[config.mk]
export PLATFORM = sky130hd
export DESIGN_NAME = range_to_duty_scaler
export DESIGN_NICKNAME = d
export VERILOG_FILES = /design/src/rtds_pkg.sv /design/src/rtds_cfg.sv /design/src/rtds_map.sv /design/src/rtds_div.sv /design/src/range_to_duty_scaler.sv
export SDC_FILE = /design/constraint.sdc
export NUM_CORES = 2
export LEC_CHECK = 0
export ABC_AREA = 1
export BUFFER_PORTS_ARGS = -buffer_cell sky130_fd_sc_hd__buf_2
export CORE_MARGIN = 3
export CORE_UTILIZATION = 30
export CTS_CLUSTER_DIAMETER = 80
export DETAILED_ROUTE_END_ITERATION = 7
export PLACE_DENSITY = 0.5
export SLEW_MARGIN = 20
export SYNTH_ARGS = -nofsm -noshare
export SYNTH_HDL_FRONTEND = slang
export SYNTH_SLANG_ARGS = --single-unit
[constraint.sdc]
create_clock -name clk_i -period 14.5 [get_ports clk_i]
set_clock_uncertainty 0.05 [all_clocks]
set_input_delay 1.45 -clock clk_i [delete_from_list [all_inputs] [get_ports clk_i]]
set_output_delay 1.45 -clock clk_i [all_outputs]
set_load 0.01 [all_outputs]
[src/rtds_pkg.sv]
// ----------------------------------------------------------------------------
// rtds_pkg
// Widths, register indexes, constants and types of the range to duty scaler.
// ----------------------------------------------------------------------------
package rtds_pkg;

  localparam int VALUE_W  = 32;
  localparam int DUTY_W   = 16;
  localparam int QUOT_W   = 16;
  localparam int PROD_W   = VALUE_W + QUOT_W;
  localparam int CFG_IDX_W = 2;

  localparam logic [CFG_IDX_W-1:0] REG_RANGE_UPPER = 2'd0;
  localparam logic [CFG_IDX_W-1:0] REG_RANGE_LOWER = 2'd1;
  localparam logic [CFG_IDX_W-1:0] REG_LOOP_MODE   = 2'd2;

  localparam logic [DUTY_W-1:0]  FULL_SCALE  = 16'hFFFF;
  localparam logic [DUTY_W-1:0]  LOOP_FLOOR  = 16'd13107;
  localparam logic [DUTY_W-1:0]  LOOP_SCALE  = FULL_SCALE - LOOP_FLOOR;
  localparam logic [VALUE_W-1:0] UPPER_RESET = 32'd65535;
  localparam logic [VALUE_W-1:0] LOWER_RESET = 32'd0;

  // Ordered range and output mapping, derived from the config registers.
  typedef struct packed {
    logic [VALUE_W-1:0] lo;
    logic [VALUE_W-1:0] hi;
    logic [VALUE_W-1:0] span;
    logic [DUTY_W-1:0]  scale;
    logic [DUTY_W-1:0]  floor_val;
    logic               zero;
  } cfg_t;

endpackage

[src/rtds_cfg.sv]
// ----------------------------------------------------------------------------
// rtds_cfg
// Config registers and the registered, ordered range derived from them.
// ----------------------------------------------------------------------------
module rtds_cfg (
  input  logic                               clk_i,
  input  logic                               rst_ni,
  input  logic                               cfg_we_i,
  input  logic [rtds_pkg::CFG_IDX_W-1:0]     cfg_idx_i,
  input  logic [rtds_pkg::VALUE_W-1:0]       cfg_wdata_i,
  output rtds_pkg::cfg_t                     cfg_o
);

  logic [rtds_pkg::VALUE_W-1:0] upper_d;
  logic [rtds_pkg::VALUE_W-1:0] upper_q;
  logic [rtds_pkg::VALUE_W-1:0] lower_d;
  logic [rtds_pkg::VALUE_W-1:0] lower_q;
  logic                         mode_d;
  logic                         mode_q;
  rtds_pkg::cfg_t               cfg_d;
  rtds_pkg::cfg_t               cfg_q;
  logic                         swap;

  always_comb begin
    upper_d = upper_q;
    lower_d = lower_q;
    mode_d  = mode_q;
    if (cfg_we_i) begin
      case (cfg_idx_i)
        rtds_pkg::REG_RANGE_UPPER: upper_d = cfg_wdata_i;
        rtds_pkg::REG_RANGE_LOWER: lower_d = cfg_wdata_i;
        rtds_pkg::REG_LOOP_MODE:   mode_d  = cfg_wdata_i[0];
        default: ;
      endcase
    end
  end

  always_ff @(posedge clk_i or negedge rst_ni) begin
    if (!rst_ni) begin
      upper_q <= rtds_pkg::UPPER_RESET;
      lower_q <= rtds_pkg::LOWER_RESET;
      mode_q  <= 1'b0;
    end else begin
      upper_q <= upper_d;
      lower_q <= lower_d;
      mode_q  <= mode_d;
    end
  end

  // Derived from the next register values, so a write takes effect at its edge.
  always_comb begin
    swap            = lower_d > upper_d;
    cfg_d.lo        = swap ? upper_d : lower_d;
    cfg_d.hi        = swap ? lower_d : upper_d;
    cfg_d.span      = cfg_d.hi - cfg_d.lo;
    cfg_d.zero      = upper_d == lower_d;
    cfg_d.scale     = mode_d ? rtds_pkg::LOOP_SCALE : rtds_pkg::FULL_SCALE;
    cfg_d.floor_val = mode_d ? rtds_pkg::LOOP_FLOOR : '0;
  end

  always_ff @(posedge clk_i or negedge rst_ni) begin
    if (!rst_ni) begin
      cfg_q.lo        <= rtds_pkg::LOWER_RESET;
      cfg_q.hi        <= rtds_pkg::UPPER_RESET;
      cfg_q.span      <= rtds_pkg::UPPER_RESET - rtds_pkg::LOWER_RESET;
      cfg_q.zero      <= 1'b0;
      cfg_q.scale     <= rtds_pkg::FULL_SCALE;
      cfg_q.floor_val <= '0;
    end else begin
      cfg_q <= cfg_d;
    end
  end

  assign cfg_o = cfg_q;

endmodule

[src/rtds_map.sv]
// ----------------------------------------------------------------------------
// rtds_map
// Clamp to the ordered range and offset (stage 1), then scale (stage 2).
// ----------------------------------------------------------------------------
module rtds_map (
  input  logic                          clk_i,
  input  logic                          rst_ni,
  input  rtds_pkg::cfg_t                cfg_i,
  input  logic                          in_valid_i,
  output logic                          in_ready_o,
  input  logic [rtds_pkg::VALUE_W-1:0]  value_i,
  output logic                          out_valid_o,
  input  logic                          out_ready_i,
  output logic [rtds_pkg::PROD_W-1:0]   prod_o
);

  logic                         v1_q;
  logic                         v2_q;
  logic                         rdy1;
  logic                         rdy2;
  logic [rtds_pkg::VALUE_W-1:0] off_d;
  logic [rtds_pkg::VALUE_W-1:0] off_q;
  logic [rtds_pkg::PROD_W-1:0]  prod_d;
  logic [rtds_pkg::PROD_W-1:0]  prod_q;

  assign rdy2       = !v2_q || out_ready_i;
  assign rdy1       = !v1_q || rdy2;
  assign in_ready_o = rdy1;

  // Clamp folded into the offset: below range gives 0, above gives the span.
  always_comb begin
    if (value_i < cfg_i.lo) begin
      off_d = '0;
    end else if (value_i > cfg_i.hi) begin
      off_d = cfg_i.span;
    end else begin
      off_d = value_i - cfg_i.lo;
    end
  end

  assign prod_d = rtds_pkg::PROD_W'(off_q) * rtds_pkg::PROD_W'(cfg_i.scale);

  always_ff @(posedge clk_i or negedge rst_ni) begin
    if (!rst_ni) begin
      v1_q <= 1'b0;
      v2_q <= 1'b0;
    end else begin
      if (rdy1) begin
        v1_q <= in_valid_i;
      end
      if (rdy2) begin
        v2_q <= v1_q;
      end
    end
  end

  always_ff @(posedge clk_i) begin
    if (rdy1 && in_valid_i) begin
      off_q <= off_d;
    end
    if (rdy2 && v1_q) begin
      prod_q <= prod_d;
    end
  end

  assign out_valid_o = v2_q;
  assign prod_o      = prod_q;

endmodule

[src/rtds_div.sv]
// ----------------------------------------------------------------------------
// rtds_div
// Pipelined restoring divider, one quotient bit per stage.
// ----------------------------------------------------------------------------
module rtds_div (
  input  logic                          clk_i,
  input  logic                          rst_ni,
  input  logic [rtds_pkg::VALUE_W-1:0]  span_i,
  input  logic                          in_valid_i,
  output logic                          in_ready_o,
  input  logic [rtds_pkg::PROD_W-1:0]   prod_i,
  output logic                          out_valid_o,
  input  logic                          out_ready_i,
  output logic [rtds_pkg::QUOT_W-1:0]   quot_o
);

  localparam int N = rtds_pkg::QUOT_W;

  // Quotient < 2^QUOT_W since the offset never exceeds the span, so the
  // upper product bits start below the divisor.
  logic [N-1:0]                  v_q;
  logic [N-1:0]                  rdy;
  logic [rtds_pkg::VALUE_W-1:0]  rem_q [N];
  logic [N-1:0]                  lq_q  [N];

  for (genvar k = 0; k < N; k++) begin : g_stage
    logic                          v_in;
    logic [rtds_pkg::VALUE_W-1:0]  rem_in;
    logic [N-1:0]                  lq_in;
    logic                          rdy_next;
    logic [rtds_pkg::VALUE_W:0]    t;
    logic [rtds_pkg::VALUE_W:0]    diff;
    logic                          ge;

    if (k == 0) begin : g_first
      assign v_in   = in_valid_i;
      assign rem_in = prod_i[rtds_pkg::PROD_W-1:N];
      assign lq_in  = prod_i[N-1:0];
    end else begin : g_rest
      assign v_in   = v_q[k-1];
      assign rem_in = rem_q[k-1];
      assign lq_in  = lq_q[k-1];
    end

    if (k == N-1) begin : g_last
      assign rdy_next = out_ready_i;
    end else begin : g_mid
      assign rdy_next = rdy[k+1];
    end

    assign rdy[k] = !v_q[k] || rdy_next;
    assign t      = {rem_in, lq_in[N-1]};
    assign diff   = t - {1'b0, span_i};
    assign ge     = t >= {1'b0, span_i};

    always_ff @(posedge clk_i or negedge rst_ni) begin
      if (!rst_ni) begin
        v_q[k] <= 1'b0;
      end else if (rdy[k]) begin
        v_q[k] <= v_in;
      end
    end

    always_ff @(posedge clk_i) begin
      if (rdy[k] && v_in) begin
        rem_q[k] <= ge ? diff[rtds_pkg::VALUE_W-1:0] : t[rtds_pkg::VALUE_W-1:0];
        lq_q[k]  <= {lq_in[N-2:0], ge};
      end
    end
  end

  assign in_ready_o  = rdy[0];
  assign out_valid_o = v_q[N-1];
  assign quot_o      = lq_q[N-1];

endmodule

[src/range_to_duty_scaler.sv]
// ----------------------------------------------------------------------------
// range_to_duty_scaler
// Maps a 32-bit engineering value onto a 16-bit PWM duty word.
// ----------------------------------------------------------------------------
//  Channel   Signals                                   Direction
//  --------  ----------------------------------------  ---------
//  in        in_valid_i, in_ready_o, input_value_i      sink
//  out       out_valid_o, out_ready_i, duty_word_o      source
//  cfg       cfg_we_i, cfg_idx_i, cfg_wdata_i           write only
//
// One item per cycle unless out_ready_i holds it back; the stages are offset,
// multiply, 16 divider stages (one quotient bit each) and output register.
// Reset: range 0..65535, current-loop mode off. The ordered range is
// registered at the write edge, so items accepted after it see the new value.
// Stalls: a full stage holds while the stage after it is full and held; bubbles close up.
// ----------------------------------------------------------------------------
module range_to_duty_scaler (
  input  logic                               clk_i,
  input  logic                               rst_ni,
  input  logic                               cfg_we_i,
  input  logic [rtds_pkg::CFG_IDX_W-1:0]     cfg_idx_i,
  input  logic [rtds_pkg::VALUE_W-1:0]       cfg_wdata_i,
  input  logic                               in_valid_i,
  output logic                               in_ready_o,
  input  logic [rtds_pkg::VALUE_W-1:0]       input_value_i,
  output logic                               out_valid_o,
  input  logic                               out_ready_i,
  output logic [rtds_pkg::DUTY_W-1:0]        duty_word_o
);

  rtds_pkg::cfg_t               cfg;
  logic                         map_valid;
  logic                         map_ready;
  logic [rtds_pkg::PROD_W-1:0]  prod;
  logic                         div_valid;
  logic                         div_ready;
  logic [rtds_pkg::QUOT_W-1:0]  quot;
  logic                         out_valid_q;
  logic [rtds_pkg::DUTY_W-1:0]  duty_d;
  logic [rtds_pkg::DUTY_W-1:0]  duty_q;
  logic [rtds_pkg::DUTY_W:0]    sum;

  rtds_cfg u_cfg (
    .clk_i       (clk_i),
    .rst_ni      (rst_ni),
    .cfg_we_i    (cfg_we_i),
    .cfg_idx_i   (cfg_idx_i),
    .cfg_wdata_i (cfg_wdata_i),
    .cfg_o       (cfg)
  );

  rtds_map u_map (
    .clk_i       (clk_i),
    .rst_ni      (rst_ni),
    .cfg_i       (cfg),
    .in_valid_i  (in_valid_i),
    .in_ready_o  (in_ready_o),
    .value_i     (input_value_i),
    .out_valid_o (map_valid),
    .out_ready_i (map_ready),
    .prod_o      (prod)
  );

  rtds_div u_div (
    .clk_i       (clk_i),
    .rst_ni      (rst_ni),
    .span_i      (cfg.span),
    .in_valid_i  (map_valid),
    .in_ready_o  (map_ready),
    .prod_i      (prod),
    .out_valid_o (div_valid),
    .out_ready_i (div_ready),
    .quot_o      (quot)
  );

  assign div_ready = !out_valid_q || out_ready_i;

  // Zero span gives the floor; the sum saturates at full scale.
  always_comb begin
    sum = {1'b0, quot} + {1'b0, cfg.floor_val};
    if (cfg.zero) begin
      duty_d = cfg.floor_val;
    end else if (sum[rtds_pkg::DUTY_W]) begin
      duty_d = rtds_pkg::FULL_SCALE;
    end else begin
      duty_d = sum[rtds_pkg::DUTY_W-1:0];
    end
  end

  always_ff @(posedge clk_i or negedge rst_ni) begin
    if (!rst_ni) begin
      out_valid_q <= 1'b0;
    end else if (div_ready) begin
      out_valid_q <= div_valid;
    end
  end

  always_ff @(posedge clk_i) begin
    if (div_ready && div_valid) begin
      duty_q <= duty_d;
    end
  end

  assign out_valid_o = out_valid_q;
  assign duty_word_o = duty_q;

endmodule

Yosys cells after proc, flatten, opt, wreduce, memory -nomap -nowiden
Memories as Yosys holds them, arrays and structs flattened.
Index checks and enable logic that the tools add are counted.
Widths: inputs -> output; s select.
{"block": "classes", "add_sub_neg": 19, "multipliers": 1, "magnitude_cmp": 19, "n_eq_ne": 3, "muxes": 61, "reduce_logical": 58}
{"operator": "$mux 32", "count": 23}
{"operator": "$sub 32x32->32", "count": 18}
{"operator": "$ge 33x32->1", "count": 16}
{"operator": "$gt 32x32->1", "count": 2}
{"operator": "$mul 32x16->48", "count": 1}
{"operator": "$mux 1", "count": 34}
{"operator": "$eq 32x32->1", "count": 1}
{"operator": "$lt 32x32->1", "count": 1}
{"operator": "$mux 16", "count": 2}
{"operator": "$mux 14", "count": 2}
{"operator": "$logic_and 1x1->1", "count": 19}
{"operator": "$logic_not 1->1", "count": 19}
{"operator": "$logic_or 1x1->1", "count": 19}
{"operator": "$add 16x16->17", "count": 1}
{"operator": "$eq 2x1->1 const B", "count": 1}
{"operator": "$eq 2x2->1 const B", "count": 1}
{"operator": "$logic_not 2->1", "count": 1}
{"block": "word_totals", "regBits": 309, "mem_bits_rw": 768, "input_bits": 71, "out_inout_bits": 18, "elab_cells": 194, "memories": 2}
{"name": "u_div.rem_q", "depth": 16, "width": 32, "rd": 15, "rd_ports_with_merged_regs": 0, "wr": 16, "line": "rtds_div.sv:23", "text": "logic [rtds_pkg::VALUE_W-1:0] rem_q [N];"}
{"name": "u_div.lq_q", "depth": 16, "width": 16, "rd": 16, "rd_ports_with_merged_regs": 0, "wr": 16, "line": "rtds_div.sv:24", "text": "logic [N-1:0] lq_q [N];"}

Logic depth before layout (Yosys ltp)
{"block": "logic_depth", "ltp_word": 21, "depth_mapped": 33, "ltp_nobuf": 32}

Hierarchy
Synthesis repeated with hierarchy kept, for this count alone.
{"block": "hier_totals", "cells_unflattened": 12521, "area_unflattened_um2": 93981.4}
{"module": "rtds_div", "instances": 1, "cells_each": 7655, "area_per_inst_um2": 58966.6, "seq_area_each_um2": 22501.6}
{"module": "rtds_map", "instances": 1, "cells_each": 3330, "area_per_inst_um2": 23917.9, "seq_area_each_um2": 2452.4}
{"module": "rtds_cfg", "instances": 1, "cells_each": 1272, "area_per_inst_um2": 9364.0, "seq_area_each_um2": 4140.2}
{"module": "range_to_duty_scaler", "instances": 1, "cells_each": 264, "area_per_inst_um2": 1732.9, "seq_area_each_um2": 505.5}

Worst setup path after synthesis
OpenSTA, ideal clock, no wires.
{"block": "synth_path", "path_kind": "reg2reg", "start": "register u_cfg.cfg_q (netlist bit u_cfg.cfg_o[29])", "end": "register u_map.prod_q (netlist bit u_map.prod_o[47]) (data pin)", "setup_time_ns": 0.260, "t_arrival_ns": 6.442, "required_ns": 14.190, "slack_ns": 7.748, "stages_incl_launch_ff": 27, "n_path_buf": 3, "synth_period_minus_slack_ns": 6.752, "path_cell_list": "dfstp_2 clkbuf_1 clkbuf_1 clkbuf_1 nand2_1 fa_1 fa_1 inv_1 fa_1 fa_1 fa_1 inv_1 fa_1 inv_1 ha_1 nand2_1 nor2_1 inv_1 nor3_1 nand3_1 o211a_1 o21bai_1 nand3_1 o211ai_1 nand2_1 nand3_1 xor2_1"}
{"block": "synth_via", "elab_chain_cells": 1}
{"element": "start: declaration", "line": "rtds_cfg.sv:21", "text": "rtds_pkg::cfg_t cfg_q;"}
{"element": "start signal: assignment", "line": "rtds_cfg.sv:70", "text": "cfg_q <= cfg_d;"}
{"element": "$mul 32x16->48", "line": "rtds_map.sv:41", "text": "assign prod_d = rtds_pkg::PROD_W'(off_q) * rtds_pkg::PROD_W'(cfg_i.scale);"}
{"element": "via u_map.prod_d, one bit", "line": "rtds_map.sv:23", "text": "logic [rtds_pkg::PROD_W-1:0] prod_d;"}
{"element": "end signal: assignment", "line": "rtds_map.sv:62", "text": "prod_q <= prod_d;"}
{"element": "end: declaration", "line": "rtds_map.sv:24", "text": "logic [rtds_pkg::PROD_W-1:0] prod_q;"}
The timed path passes the listed nets, and every way through them passes these cells.
A chain may end at the register's enable or synchronous reset.

Worst setup path in the final report
Same ends and word-level chain as after synthesis.

==> impl_results.md <==
* Final setup fails at 0
* Dominant cell type by area after synthesis: edfxtp_1
* Setup bufs post-CTS at 0
* Die area at 0.276 mm²
* Vias in the first global route at 64700
* Buffers on Ports at 88
* Vias per cell at just under 5
* Syn-to-layout area delta at 11.5%
* Syn_nets at between 10000 and 15000
* Synth warnings at 0
* Tot GR Track Use at 0.191
* Critical Path Start Type: flip-flop
* HP Class: reg2reg
* Main flop type after synthesis: edfxtp_1
* Clk slew on worst S/H paths at ~0.06 ns
* Layout cells sized above 1 at 0.0582
* DRC viols at 0
* Clk_lat worst skew at 0.81 ns
* Antenna Nets Post-Route at 0
* Commonest non-fill, non-tap cells in the layout: nand2_1, inv_1, a21oi_1
* Placed cell count at around 13000
* Dpl hpwl at 206000 µm
* Fillers at 27800
* Number of max-cap violations at 0
* Min Hold Slack at 0.309 ns
* Fin nets at 10700
* CP required at 14.93 ns
* Fin Setup TNS at 0 ns
* Non-filler instance count after layout at 13200
* Relative slew slack at 0.275
* Initial DRC Count at 5206
* Async set-reset flop share out of synthesis at 0.179
* Post-route clock period utilization at 0.551
* Die Y at ~530 µm
* Hold-fix buffers, CTS at 0
* H-tree lvl count at 4
* CP Max Fanout at 46
* Commonest non-fill, non-tap cell in the layout: nand2_1
* F_max at approximately 0.13 GHz
* Gp weighted congestion at ~0.9
* Total CTS buffers at 139
* Yosys top cell area share at 0.309
* Clk root buf: clkbuf_16
* Fin crit period at 7.99 ns
* FF+latch count, synth at just over 1000
* Routed via count at ~65000
* EDFF count, synth at around 830
* Reg area at 0.0296 mm²
* Mapped Cells at 9353
* Initial DRT Pass Iterations at 8
* Util after Layout at 0.338
* Worst Setup End Kind: flip-flop
* Sink Count at around 1000
* Post-synthesis sequential area ratio at 0.366
* Status: complete, no violations
* Syn Area/Cell at slightly below 9 µm²
* Synth unique cells at 58
* Largest net degree at the start of global routing at 87
* Clock Path Buffers at 4
* Boundary pin count at 89
* Fin. Hold Viols at 0
* RSZ-0062 raised after global routing: no
* Die W at 525 µm
* Arrival time at the worst endpoint at roughly 8.4 ns
* First-pass GRT wire length at 404000 µm
* Post-Syn Area at 0.0809 mm²
* Worst slew pin tran at approximately 1.1 ns
* WL per Instance at 20.5 µm
* Initial Utilization at 0.303
* TritonCTS clock tree: yes
* Post-CTS Resized at 0
* WL final at 270000 µm
* Multi-input logic area at 0.0454 mm²
* Initial antenna violation count at 11
* Critical path class: reg2reg
* Core area at 0.267 mm²
* Row cnt at 189
* Pins Over Slew Limit at 0
* Total gr overflow at 0
* Area contributors post-synth: edfxtp_1, ha_1, fa_1, nand2_1, inv_1
-- worst max-delay path, cell delays in order, from the launching register on --
cell and delay [ns]:
dfstp_2 1.23, nand2_1 0.51, nor2_1 0.33, inv_1 0.11, nand2_1 0.07, inv_1 0.04, ha_1 0.16, or2_2 0.32
fa_1 0.57, fa_1 0.46, fa_1 0.53, fa_1 0.55, inv_1 0.05, fa_1 0.53, inv_1 0.04, ha_1 0.37
nand2_1 0.15, nor2_1 0.11, inv_1 0.06, nor3_1 0.22, nand3_1 0.11, o211a_1 0.28, o21bai_1 0.25, nand3_1 0.12
o211ai_1 0.15, nand2_1 0.08, nand3_1 0.09, xor2_1 0.07
-- per-layer routing --
| metal | GRT usage | share of wire | vias to the layer above |
|---|---|---|---|
| met1 | 0.252 | 0.44 | 31600 |
| met4 | 0.0582 | 0.034 | 4 |
| met2 | 0.327 | 0.48 | 1695 |
| li1 | - | - | 31700 |
| met5 | 0 | 0.00011 | - |
| met3 | 0.0230 | 0.051 | 370 |
-- area by class of cell --
type                    count  share of cell area
diodes                      6            0.000167
inverters                1424              0.0593
clock buffers             158              0.0405
repair buffers            155              0.0106
well taps                3533              0.0490
multi-input cells        6782               0.503
flip-flops and latches   1014               0.328
clock inverters            80             0.00869
-- kinds of logic after synthesis --
| logic type | Yosys count | share of synthesized area |
|---|---|---|
| simple gates | 3178 | 0.160 |
| compound gates | 1906 | 0.131 |
| buf+inv | 1557 | 0.0745 |
| fa+ha+maj | 1129 | 0.207 |
| flops | 1014 | 0.366 |
| xor+xnor | 567 | 0.0614 |
| mux | 2 | 0.000278 |
-- synth_stat cells (42+ instances only) --
library cell and number:
fa_1 344, clkbuf_1 42, nand4_1 71, nor4_1 44
dfrtp_1 133, xnor2_1 369, buf_2 77, nor3_1 79
ha_1 785, edfxtp_1 832, nor2_1 869, nand3_1 289
a31oi_1 88, inv_1 1402, a21oi_1 1009, dfstp_2 49
o21ai_0 476, a21o_1 62, nand2_1 1736, xor2_1 198
o21a_1 61
-- registers in the layout, indices dropped and copies added (netlist names) --
register,flops
u_div.rem_q,480
u_div.lq_q,256
u_cfg.cfg_o,99
u_map.prod_o,48
u_cfg.lower_q,32
u_cfg.upper_q,32
u_map.off_q,32
duty_word_o,16
u_div.g_stage.v_in,15
out_valid_o,1
u_div.out_valid_o,1
u_map.out_valid_o,1
u_map.v1_q,1
-- stage by stage --
stage / worst slack, ns / area [µm²]
3_3_place_gp: 6.60 / 85700
4_1_cts: 6.55 / 90100
5_1_grt: 6.01 / 90100
6_report: 6.51 / 90100
3_5_place_dp: 6.66 / 85700
2_1_floorplan: 7.75 / 80900
-- final timing paths --
| path | cells after the start | slack, ns | end | from |
|---|---|---|---|---|
| min in group asynchronous | 1 | 0.59 | u_cfg.cfg_o[127] | rst_ni |
| worst max register to register | 27 | 6.51 | u_map.prod_o[47] | u_cfg.cfg_o[29] |
| max in group asynchronous | 2 | 12.39 | u_div.g_stage[13].v_in | rst_ni |
| worst max-delay path | 27 | 6.51 | u_map.prod_o[47] | u_cfg.cfg_o[29] |
| worst min-delay path | 0 | 0.31 | u_div.lq_q[0][60] | u_div.lq_q[0][43] |
| worst min register to register | 0 | 0.31 | u_div.lq_q[0][60] | u_div.lq_q[0][43] |
Power is not shown: default switching activity piles up to over one toggle a cycle in this logic, so the estimate is an artifact.
